[config.mk]
export PLATFORM = sky130hd
export DESIGN_NAME = voice_allocator_priority_preempt
export DESIGN_NICKNAME = d
export VERILOG_FILES = /design/src/hw/rtl/vap_pkg.sv /design/src/hw/rtl/voice_allocator_priority_preempt.sv /design/src/hw/rtl/vap_ctrl.sv /design/src/hw/rtl/vap_dp.sv
export SDC_FILE = /design/constraint.sdc
export NUM_CORES = 2
export LEC_CHECK = 0
export ABC_CLOCK_PERIOD_IN_PS = 10500
export BUFFER_PORTS_ARGS = -buffer_cell sky130_fd_sc_hd__buf_4
export CORE_MARGIN = 4
export CORE_UTILIZATION = 45
export DETAILED_ROUTE_END_ITERATION = 6
export SYNTH_ARGS = -nofsm -noshare
export SYNTH_HDL_FRONTEND = slang
export SYNTH_MEMORY_MAX_BITS = 65536
export SYNTH_SLANG_ARGS = --single-unit
[constraint.sdc]
create_clock -name clk -period 10.5 [get_ports clk]
set_input_delay 1.05 -clock clk [delete_from_list [all_inputs] [get_ports clk]]
set_output_delay 1.05 -clock clk [all_outputs]
set_load 0.1 [all_outputs]
[src/hw/rtl/vap_pkg.sv]
// ----------------------------------------------------------------------------
// vap_pkg
// Shared types and constants of the voice slot allocator: field widths,
// command and status codes, controller states and the command/status
// bundles between controller and datapath.
// ----------------------------------------------------------------------------
package vap_pkg;

	localparam int NUM_SLOTS_DEF = 96;

	localparam int CMD_W  = 2;
	localparam int PRIO_W = 32;
	localparam int SLOT_W = 8;
	localparam int STAT_W = 2;

	// request command codes
	localparam logic [CMD_W-1:0] CMD_ACQUIRE  = 2'd0;
	localparam logic [CMD_W-1:0] CMD_FREE     = 2'd1;
	localparam logic [CMD_W-1:0] CMD_SET_PRIO = 2'd2;

	// result status codes
	localparam logic [STAT_W-1:0] STAT_OK   = 2'd0;
	localparam logic [STAT_W-1:0] STAT_NONE = 2'd1;
	localparam logic [STAT_W-1:0] STAT_BAD  = 2'd2;

	typedef enum logic [3:0] {
		S_INIT,
		S_IDLE,
		S_DECODE,
		S_ASCAN_A,
		S_ASCAN_B,
		S_ASCAN_C,
		S_FSCAN_A,
		S_FSCAN_B,
		S_SHIFT_RD,
		S_SHIFT_WR,
		S_RELEASE,
		S_GRANT_RD,
		S_GRANT,
		S_DONE
	} state_t;

	// controller to datapath
	typedef struct packed {
		logic init_wr;
		logic load;
		logic held_rd;
		logic held_rd_next;
		logic prio_rd;
		logic pos_inc;
		logic shift_wr;
		logic set_prio;
		logic st_none;
		logic st_bad;
		logic vic_scan;
		logic vic_free;
		logic release_vic;
		logic fifo_rd;
		logic grant;
		logic res_load;
	} ctl_t;

	// datapath to controller
	typedef struct packed {
		logic init_last;
		logic is_acquire;
		logic is_free;
		logic is_set;
		logic slot_ok;
		logic slot_held;
		logic free_empty;
		logic pos_at_end;
		logic next_at_end;
		logic prio_lt;
		logic match;
		logic out_free;
	} sts_t;

endpackage

[src/hw/rtl/voice_allocator_priority_preempt.sv]
// Set priority, a rejected free and the unused command go straight to the result. An acquire
// served from the free FIFO reads it and grants; a free scans the held list for its slot, then
// compacts and releases; a preempting acquire scans, compacts, releases the victim and grants.
// One request at a time: cmd_stall drops as the result enters the output register,
// which waits while res_stall holds the previous result.
// Reset: an init pass loads the free FIFO in index order and clears priorities, stall high.
// ----------------------------------------------------------------------------
// voice_allocator_priority_preempt
// Voice slot allocator: free slots come from a FIFO, held slots are kept in
// acquisition order; an acquire with no free slot preempts the oldest held
// slot of lower priority.
// ----------------------------------------------------------------------------
module voice_allocator_priority_preempt
	import vap_pkg::*;
#(
	parameter int NUM_SLOTS = NUM_SLOTS_DEF
) (
	input  logic              clk,
	input  logic              arst_n,
	input  logic              cmd_valid,
	output logic              cmd_stall,
	input  logic [CMD_W-1:0]  command,
	input  logic [PRIO_W-1:0] priority_req,
	input  logic [SLOT_W-1:0] slot,
	output logic              res_valid,
	input  logic              res_stall,
	output logic [STAT_W-1:0] status,
	output logic [SLOT_W-1:0] granted_slot,
	output logic              preempted,
	output logic [SLOT_W-1:0] preempted_slot
);

	ctl_t ctl;
	sts_t sts;

	// sequencer
	vap_ctrl u_ctrl (
		.clk       (clk),
		.arst_n    (arst_n),
		.cmd_valid (cmd_valid),
		.cmd_stall (cmd_stall),
		.sts       (sts),
		.ctl       (ctl)
	);

	// storage and result register
	vap_dp #(
		.NUM_SLOTS (NUM_SLOTS)
	) u_dp (
		.clk            (clk),
		.arst_n         (arst_n),
		.ctl            (ctl),
		.sts            (sts),
		.command        (command),
		.priority_req   (priority_req),
		.slot           (slot),
		.res_stall      (res_stall),
		.res_valid      (res_valid),
		.status         (status),
		.granted_slot   (granted_slot),
		.preempted      (preempted),
		.preempted_slot (preempted_slot)
	);

endmodule

[src/hw/rtl/vap_ctrl.sv]
// ----------------------------------------------------------------------------
// vap_ctrl
// Sequencer of the allocator: init pass, request decode, held list scans,
// list compaction, release, grant and result hand-off.
// ----------------------------------------------------------------------------
module vap_ctrl
	import vap_pkg::*;
(
	input  logic   clk,
	input  logic   arst_n,
	input  logic   cmd_valid,
	output logic   cmd_stall,
	input  sts_t   sts,
	output ctl_t   ctl
);

	state_t state_q, state_d;

	// hold state
	always_ff @(posedge clk or negedge arst_n) begin
		if (!arst_n) begin
			state_q <= S_INIT;
		end else begin
			state_q <= state_d;
		end
	end

	// next state
	always_comb begin
		state_d = state_q;
		unique case (state_q)
			S_INIT: begin
				if (sts.init_last) state_d = S_IDLE;
			end
			S_IDLE: begin
				if (cmd_valid) state_d = S_DECODE;
			end
			S_DECODE: begin
				priority if (sts.is_acquire) begin
					state_d = sts.free_empty ? S_ASCAN_A : S_GRANT_RD;
				end else if (sts.is_free && sts.slot_ok && sts.slot_held) begin
					state_d = S_FSCAN_A;
				end else begin
					state_d = S_DONE;
				end
			end
			S_ASCAN_A: state_d = sts.pos_at_end ? S_DONE : S_ASCAN_B;
			S_ASCAN_B: state_d = S_ASCAN_C;
			S_ASCAN_C: state_d = sts.prio_lt ? S_SHIFT_RD : S_ASCAN_A;
			S_FSCAN_A: state_d = S_FSCAN_B;
			S_FSCAN_B: state_d = sts.match ? S_SHIFT_RD : S_FSCAN_A;
			S_SHIFT_RD: state_d = sts.next_at_end ? S_RELEASE : S_SHIFT_WR;
			S_SHIFT_WR: state_d = S_SHIFT_RD;
			S_RELEASE: state_d = sts.is_acquire ? S_GRANT_RD : S_DONE;
			S_GRANT_RD: state_d = S_GRANT;
			S_GRANT: state_d = S_DONE;
			S_DONE: begin
				if (sts.out_free) state_d = S_IDLE;
			end
			default: state_d = S_INIT;
		endcase
	end

	// drive datapath commands
	always_comb begin
		ctl = '0;
		cmd_stall = (state_q != S_IDLE);
		unique case (state_q)
			S_INIT: ctl.init_wr = 1'b1;
			S_IDLE: ctl.load = cmd_valid;
			S_DECODE: begin
				if (sts.is_free && !(sts.slot_ok && sts.slot_held)) ctl.st_bad = 1'b1;
				if (sts.is_set) begin
					ctl.set_prio = sts.slot_ok;
					ctl.st_bad   = !sts.slot_ok;
				end
			end
			S_ASCAN_A: begin
				ctl.st_none = sts.pos_at_end;
				ctl.held_rd = !sts.pos_at_end;
			end
			S_ASCAN_B: ctl.prio_rd = 1'b1;
			S_ASCAN_C: begin
				ctl.vic_scan = sts.prio_lt;
				ctl.pos_inc  = !sts.prio_lt;
			end
			S_FSCAN_A: ctl.held_rd = 1'b1;
			S_FSCAN_B: begin
				ctl.vic_free = sts.match;
				ctl.pos_inc  = !sts.match;
			end
			S_SHIFT_RD: ctl.held_rd_next = !sts.next_at_end;
			S_SHIFT_WR: begin
				ctl.shift_wr = 1'b1;
				ctl.pos_inc  = 1'b1;
			end
			S_RELEASE: ctl.release_vic = 1'b1;
			S_GRANT_RD: ctl.fifo_rd = 1'b1;
			S_GRANT: ctl.grant = 1'b1;
			S_DONE: ctl.res_load = sts.out_free;
			default: ctl = '0;
		endcase
	end

endmodule

[src/hw/rtl/vap_dp.sv]
// ----------------------------------------------------------------------------
// vap_dp
// Datapath of the allocator: free slot FIFO, held list and priority
// memories, held flags, counters, request latch and result register.
// ----------------------------------------------------------------------------
module vap_dp
	import vap_pkg::*;
#(
	parameter int NUM_SLOTS = NUM_SLOTS_DEF
) (
	input  logic              clk,
	input  logic              arst_n,
	input  ctl_t              ctl,
	output sts_t              sts,
	input  logic [CMD_W-1:0]  command,
	input  logic [PRIO_W-1:0] priority_req,
	input  logic [SLOT_W-1:0] slot,
	input  logic              res_stall,
	output logic              res_valid,
	output logic [STAT_W-1:0] status,
	output logic [SLOT_W-1:0] granted_slot,
	output logic              preempted,
	output logic [SLOT_W-1:0] preempted_slot
);

	localparam int IDX_W = (NUM_SLOTS > 1) ? $clog2(NUM_SLOTS) : 1;
	localparam int CNT_W = $clog2(NUM_SLOTS + 1);
	localparam int TW    = CNT_W + 1;
	localparam logic [SLOT_W:0]  SLOT_LIM = (SLOT_W + 1)'(NUM_SLOTS);
	localparam logic [IDX_W-1:0] IDX_LAST = IDX_W'(NUM_SLOTS - 1);

	// storage
	logic [SLOT_W-1:0] fifo_mem [NUM_SLOTS];
	logic [SLOT_W-1:0] held_mem [NUM_SLOTS];
	logic [PRIO_W-1:0] prio_mem [NUM_SLOTS];
	logic [NUM_SLOTS-1:0] held_q;

	logic [IDX_W-1:0]  init_q;
	logic [IDX_W-1:0]  fifo_head_q;
	logic [CNT_W-1:0]  free_count_q;
	logic [CNT_W-1:0]  held_count_q;
	logic [CNT_W-1:0]  pos_q;

	logic [SLOT_W-1:0] fifo_rdata_q;
	logic [SLOT_W-1:0] held_rdata_q;
	logic [PRIO_W-1:0] prio_rdata_q;

	logic [CMD_W-1:0]  cmd_q;
	logic [PRIO_W-1:0] prio_q;
	logic [SLOT_W-1:0] slot_q;

	logic [STAT_W-1:0] st_q;
	logic [SLOT_W-1:0] gr_q;
	logic              pre_q;
	logic [SLOT_W-1:0] vic_q;

	logic              res_valid_q;
	logic [STAT_W-1:0] res_status_q;
	logic [SLOT_W-1:0] res_granted_q;
	logic              res_pre_q;
	logic [SLOT_W-1:0] res_pre_slot_q;

	logic [CNT_W-1:0]  pos_nx;
	logic [TW-1:0]     tail_sum;
	logic [IDX_W-1:0]  tail_idx;
	logic [IDX_W-1:0]  held_raddr;
	logic              slot_ok;

	assign pos_nx   = pos_q + CNT_W'(1);
	assign tail_sum = TW'(fifo_head_q) + TW'(free_count_q);
	assign tail_idx = (tail_sum >= TW'(NUM_SLOTS)) ? IDX_W'(tail_sum - TW'(NUM_SLOTS))
	                                              : IDX_W'(tail_sum);
	assign held_raddr = ctl.held_rd_next ? pos_nx[IDX_W-1:0] : pos_q[IDX_W-1:0];
	assign slot_ok  = ({1'b0, slot_q} < SLOT_LIM);

	// status toward the controller
	always_comb begin
		sts.init_last   = (init_q == IDX_LAST);
		sts.is_acquire  = (cmd_q == CMD_ACQUIRE);
		sts.is_free     = (cmd_q == CMD_FREE);
		sts.is_set      = (cmd_q == CMD_SET_PRIO);
		sts.slot_ok     = slot_ok;
		sts.slot_held   = slot_ok && held_q[slot_q[IDX_W-1:0]];
		sts.free_empty  = (free_count_q == '0);
		sts.pos_at_end  = (pos_q == held_count_q);
		sts.next_at_end = (pos_nx >= held_count_q);
		sts.prio_lt     = (prio_rdata_q < prio_q);
		sts.match       = (held_rdata_q == slot_q);
		sts.out_free    = !res_valid_q || !res_stall;
	end

	// free FIFO memory: init pass, release push, grant pop read
	always_ff @(posedge clk) begin
		if (ctl.init_wr) begin
			fifo_mem[init_q] <= SLOT_W'(init_q);
		end else if (ctl.release_vic) begin
			fifo_mem[tail_idx] <= vic_q;
		end
		if (ctl.fifo_rd) begin
			fifo_rdata_q <= fifo_mem[fifo_head_q];
		end
	end

	// held list memory: compaction shift and grant append
	always_ff @(posedge clk) begin
		if (ctl.shift_wr) begin
			held_mem[pos_q[IDX_W-1:0]] <= held_rdata_q;
		end else if (ctl.grant) begin
			held_mem[held_count_q[IDX_W-1:0]] <= fifo_rdata_q;
		end
		if (ctl.held_rd || ctl.held_rd_next) begin
			held_rdata_q <= held_mem[held_raddr];
		end
	end

	// priority memory: cleared by the init pass, written by set priority and grant
	always_ff @(posedge clk) begin
		if (ctl.init_wr) begin
			prio_mem[init_q] <= '0;
		end else if (ctl.set_prio) begin
			prio_mem[slot_q[IDX_W-1:0]] <= prio_q;
		end else if (ctl.grant) begin
			prio_mem[fifo_rdata_q[IDX_W-1:0]] <= prio_q;
		end
		if (ctl.prio_rd) begin
			prio_rdata_q <= prio_mem[held_rdata_q[IDX_W-1:0]];
		end
	end

	// advance init counter, FIFO pointers, held count, held flags and scan position
	always_ff @(posedge clk or negedge arst_n) begin
		if (!arst_n) begin
			init_q       <= '0;
			fifo_head_q  <= '0;
			free_count_q <= CNT_W'(NUM_SLOTS);
			held_count_q <= '0;
			pos_q        <= '0;
			held_q       <= '0;
		end else begin
			if (ctl.init_wr && (init_q != IDX_LAST)) begin
				init_q <= init_q + IDX_W'(1);
			end
			if (ctl.load) begin
				pos_q <= '0;
			end else if (ctl.pos_inc) begin
				pos_q <= pos_nx;
			end
			if (ctl.release_vic) begin
				held_count_q               <= held_count_q - CNT_W'(1);
				free_count_q               <= free_count_q + CNT_W'(1);
				held_q[vic_q[IDX_W-1:0]]   <= 1'b0;
			end else if (ctl.grant) begin
				held_count_q               <= held_count_q + CNT_W'(1);
				free_count_q               <= free_count_q - CNT_W'(1);
				fifo_head_q                <= (fifo_head_q == IDX_LAST) ? '0
				                              : fifo_head_q + IDX_W'(1);
				held_q[fifo_rdata_q[IDX_W-1:0]] <= 1'b1;
			end
		end
	end

	// latch request and build the result
	always_ff @(posedge clk) begin
		if (ctl.load) begin
			cmd_q  <= command;
			prio_q <= priority_req;
			slot_q <= slot;
			st_q   <= STAT_OK;
			gr_q   <= '0;
			pre_q  <= 1'b0;
			vic_q  <= '0;
		end else begin
			if (ctl.st_none) st_q <= STAT_NONE;
			if (ctl.st_bad)  st_q <= STAT_BAD;
			if (ctl.vic_scan) begin
				vic_q <= held_rdata_q;
				pre_q <= 1'b1;
			end
			if (ctl.vic_free) vic_q <= slot_q;
			if (ctl.grant)    gr_q  <= fifo_rdata_q;
		end
	end

	// result register: hold while stalled
	always_ff @(posedge clk or negedge arst_n) begin
		if (!arst_n) begin
			res_valid_q <= 1'b0;
		end else if (ctl.res_load) begin
			res_valid_q <= 1'b1;
		end else if (!res_stall) begin
			res_valid_q <= 1'b0;
		end
	end

	always_ff @(posedge clk) begin
		if (ctl.res_load) begin
			res_status_q   <= st_q;
			res_granted_q  <= gr_q;
			res_pre_q      <= pre_q;
			res_pre_slot_q <= pre_q ? vic_q : '0;
		end
	end

	assign res_valid      = res_valid_q;
	assign status         = res_status_q;
	assign granted_slot   = res_granted_q;
	assign preempted      = res_pre_q;
	assign preempted_slot = res_pre_slot_q;

endmodule

==> out/metrics.csv <==
stage;metric;value;unit
global_route;grt_max_degree;174;
clock_network;cts.clk_slew.worst_paths;0.06;ns
pwr;finalPower;38.3;mW
clock_network;clockBufferDepth;4;
synth;postSynthCellCount;8954;
setup_path;crit_family;compound AO/OA/AOI/OAI gates;
timing;period_share;68.4;%
synth;netlist_area;190000;sq um
timing;setup_viol;0;
synth;yosysTopAreaCell;edfxtp_1;
clock_network;cts_root_buffer;clkbuf_16;
drt;wire_per_inst;31.9;microns
timing;finClkSkew;0.0481;ns
drt;dr.pass1.iters;7;
timing;max_slew_margin;7.89;%
global_route;grt_pass1_wl;696000;microns
outcome;status;complete, but fails checks;
timing;rsz0062_at_grt;false;
drt;wl;489000;microns
outcome;violations;DRC;
finish;drive_gt1_share;26.4;%
finish;layout.area.seq;145000;sq um
clock_network;cts_tree;yes;
drt;drc;2;
timing;fmax;139;MHz
finish;nFillCells;32918;
global_route;grt_overflow;0;
clock_network;htree_levels;5;
timing;maxSlewViolCount;0;
synth;synth_edf_count;4717;
synth;ys_warn_count;0;
setup_path;crit_path_max_fanout;173;
clock_network;clk_latency;1.05;ns
floorplanning;die_h;658;microns
setup_path;start_kind;flop;
pwr;ir_drop;0.150;mV
setup_path;critPathSlowestCell;a2111oi_0;
placement;routabilityCongestion;0.843;
drt;viasPerCell;6.07;
finish;multi_input_comb_area;43700;sq um
synth;synth_top_cell_area_share;74.6;%
floorplanning;start_util;45.2;%
finish;finalNonFillerCells;15334;
global_route;track_usage;22.3;%
synth;syn_nets;9061;
synth;synth_seq_cells;4872;
setup_path;crit_chain;ha_1 -> and3_1 -> and3_1 -> xor2_1 -> ha_1 -> and4_1 -> a2111oi_4 -> o21ai_2 -> mux2_8 -> buf_12 -> mux2i_1 -> a32o_1 -> o21ai_0 -> a2111oi_0 -> or4_1 -> o21ai_1;
floorplanning;die_area;433000;sq um
drt;ant_nets;0;
setup_path;end_kind;flop;
floorplanning;die_width;658;microns
synth;syn_area_per_cell;21.2;sq um
floorplanning;core_area;420000;sq um
drt;drt-met1-wl;196000;microns
drt;met2_length;235000;microns
synth;synth_area_leaders;edfxtp_1, mux4_2, dfrtp_1;
setup_path;path_class;reg2reg;
setup_path;cpPeakStageDelay;1.07;ns
clock_network;clkSinkCount;4872;
timing;finalSetupTns;0;ns
setup_path;cp_num_buf_inv;1;
clock_network;cts_setup_buffers;0;
finish;fin_nets;9360;
synth;yosysSeqAreaShare;76.5;%
placement;place_hpwl;271000;microns
pwr;p_leak;57.6;nW
global_route;grt_pass1_vias;93791;
placement;placed_cells;14414;
synth;synth_flop_cell;edfxtp_1;
setup_path;cp_data_required_time;11.26;ns
synth;yosysUniqueCellTypes;72;
global_route;antenna_found_initial;32;
drt;top_layer;met5;
timing;period_needed;7.19;ns
flow_run;maxCapViolCount;0;
drt;vias;93066;
floorplanning;io_pins;67;
drt;wl_met3;37200;microns
pwr;power_density;178;nW/um^2
floorplanning;rows;238;
finish;syn_to_final_growth;13.0;%
clock_network;cts_buffers;476;
drt;drt-initial-drc-count;11271;
timing;hold_viol_final;0;
synth;synthArstFlopShare;2.79;%
timing;worstMarginPinSlew;1.38;ns
setup_path;cp.arrival;7.94;ns
placement;port_buffers;66;
worst_hold_path;hp-class;in2reg;
[cell usage in the layout (no fill, tap or decap), types with 11 or more instances in the layout]
cell type   instances
edfxtp_1         4717
mux4_2           1366
clkbuf_16         481
nand2_1           464
nor2_1            362
buf_4             283
o21ai_0           245
nand3_1           225
dfrtp_1           130
nor2_4            127
a21oi_1           125
clkinv_1          121
clkinv_2           98
clkbuf_1           79
mux2i_1            66
bufinv_16          62
ha_1               58
nor4_1             57
inv_1              53
nor2b_1            47
o22ai_1            39
xnor2_1            32
diode_2            28
a21o_1             26
nor3_1             25
and3_1             20
dfxtp_1            19
xor2_1             18
nand2b_1           18
nand4_1            18
mux2_2             18
buf_12             16
a31oi_1            15
clkinvlp_4         15
and2_1             14
a311oi_1           14
nand2_4            14
o21a_1             11
[flip-flops by register name, indices dropped and copies added (netlist names), 4 cells and up]
signal	cells
u_dp.fifo_mem	768
u_dp.granted_slot	8
u_dp.held_q	96
u_dp.vic_q	8
u_dp.free_count_q	7
u_dp.prio_rdata_q	32
u_dp.prio_mem	3072
u_dp.fifo_rdata_q	8
u_dp.gr_q	8
u_dp.held_mem	768
u_ctrl.state_q	4
u_dp.pos_q	7
u_dp.init_q	7
u_dp.prio_q	32
u_dp.slot_q	8
u_dp.fifo_head_q	7
u_dp.preempted_slot	8
u_dp.held_count_q	7
u_dp.held_rdata_q	8
[Yosys cell counts, types with 9 or more instances]
cell / count
a21o_1: 26
a21oi_1: 126
a311oi_1: 14
a31oi_1: 16
and2_1: 14
and3_1: 21
buf_1: 124
buf_2: 55
buf_4: 9
clkbuf_1: 291
dfrtp_1: 134
dfxtp_1: 19
edfxtp_1: 4717
ha_1: 58
inv_1: 53
mux2_2: 19
mux2i_1: 66
mux4_2: 1366
nand2_1: 479
nand2b_1: 18
nand3_1: 226
nand4_1: 18
nor2_1: 489
nor2b_1: 48
nor3_1: 27
nor4_1: 57
o21a_1: 11
o21ai_0: 246
o22ai_1: 39
o31ai_1: 10
xnor2_1: 34
xor2_1: 20
[metrics by stage]
step / area (sq um) / setup WS (ns) / utilization [%] / hold WS (ns)
global route: 215000 / 2.97 / 51.1 / 0.125
floorplan: 190000 / 5.55 / - / 0.403
detailed placement: 199000 / 3.51 / 47.3 / 0.428
finish: 215000 / 3.31 / 51.1 / 0.174
global placement: 199000 / 3.59 / 47.3 / 0.421
CTS: 215000 / 3.52 / 51.1 / 0.103
[logic make-up after synthesis]
kind of cell | synth area share [%]
xor+xnor | 0.266
mux | 16.7
buf+inv | 1.11
simple gates | 3.29
compound gates | 1.70
fa+ha+maj | 0.414
flops | 76.5
[cell type report]
type	instances	area share, %
flip-flops and latches	4872	67.7
multi-input cells	3547	20.3
clock buffers	566	5.78
well taps	5640	3.29
clock inverters	325	1.58
repair buffers	301	1.15
inverters	55	0.0967
diodes	28	0.0326
[where the power goes]
| group | leakage, nW | switching [mW] | internal [mW] |
|---|---|---|---|
| combinational | 14.7 | 0.0192 | 0.0112 |
| sequential | 35.2 | 0.0000000000000000453 | 21.0 |
| clock | 7.72 | 7.31 | 9.96 |
| total | 57.6 | 7.33 | 31.0 |
[worst paths after layout]
kind                       cells past startpoint             start  slack, ns                    to
setup / recovery                              16     u_dp.pos_q[1]       3.31  u_dp.held_rdata_q[5]
hold / removal                                 1  priority_req[12]       0.17       u_dp.prio_q[12]
setup reg to reg                              16     u_dp.pos_q[1]       3.31  u_dp.held_rdata_q[5]
hold reg to reg                                0      u_dp.gr_q[6]       0.44  u_dp.granted_slot[6]
max in group asynchronous                      3            arst_n       8.40  u_dp.held_count_q[0]
min in group asynchronous                      2            arst_n       0.60        u_dp.held_q[5]
[metal layers]
layer  up-vias  GRT usage, %
li1      37863             -
met1     50267          31.5
met2      4141          35.3
met3       793          3.68
met4         2          8.33
met5         -             0
[repair_timing]
item                      4_1_cts  5_1_grt
hold endpoints to repair       55        0
gates resized for setup         0        0
hold buffers                    1        0
[worst register-to-register path, stage by stage (launching register included)]
cell       delay [ns]
dfrtp_1          1.01
ha_1             0.53
and3_1           0.34
and3_1           0.29
xor2_1           0.18
ha_1             0.31
and4_1           0.27
a2111oi_4        0.41
o21ai_2          0.34
mux2_8           0.54
buf_12           0.69
mux2i_1          0.37
a32o_1           0.16
o21ai_0          0.07
a2111oi_0        1.07
or4_1            0.26
o21ai_1          0.06
Power figures use the tool's default switching activity.
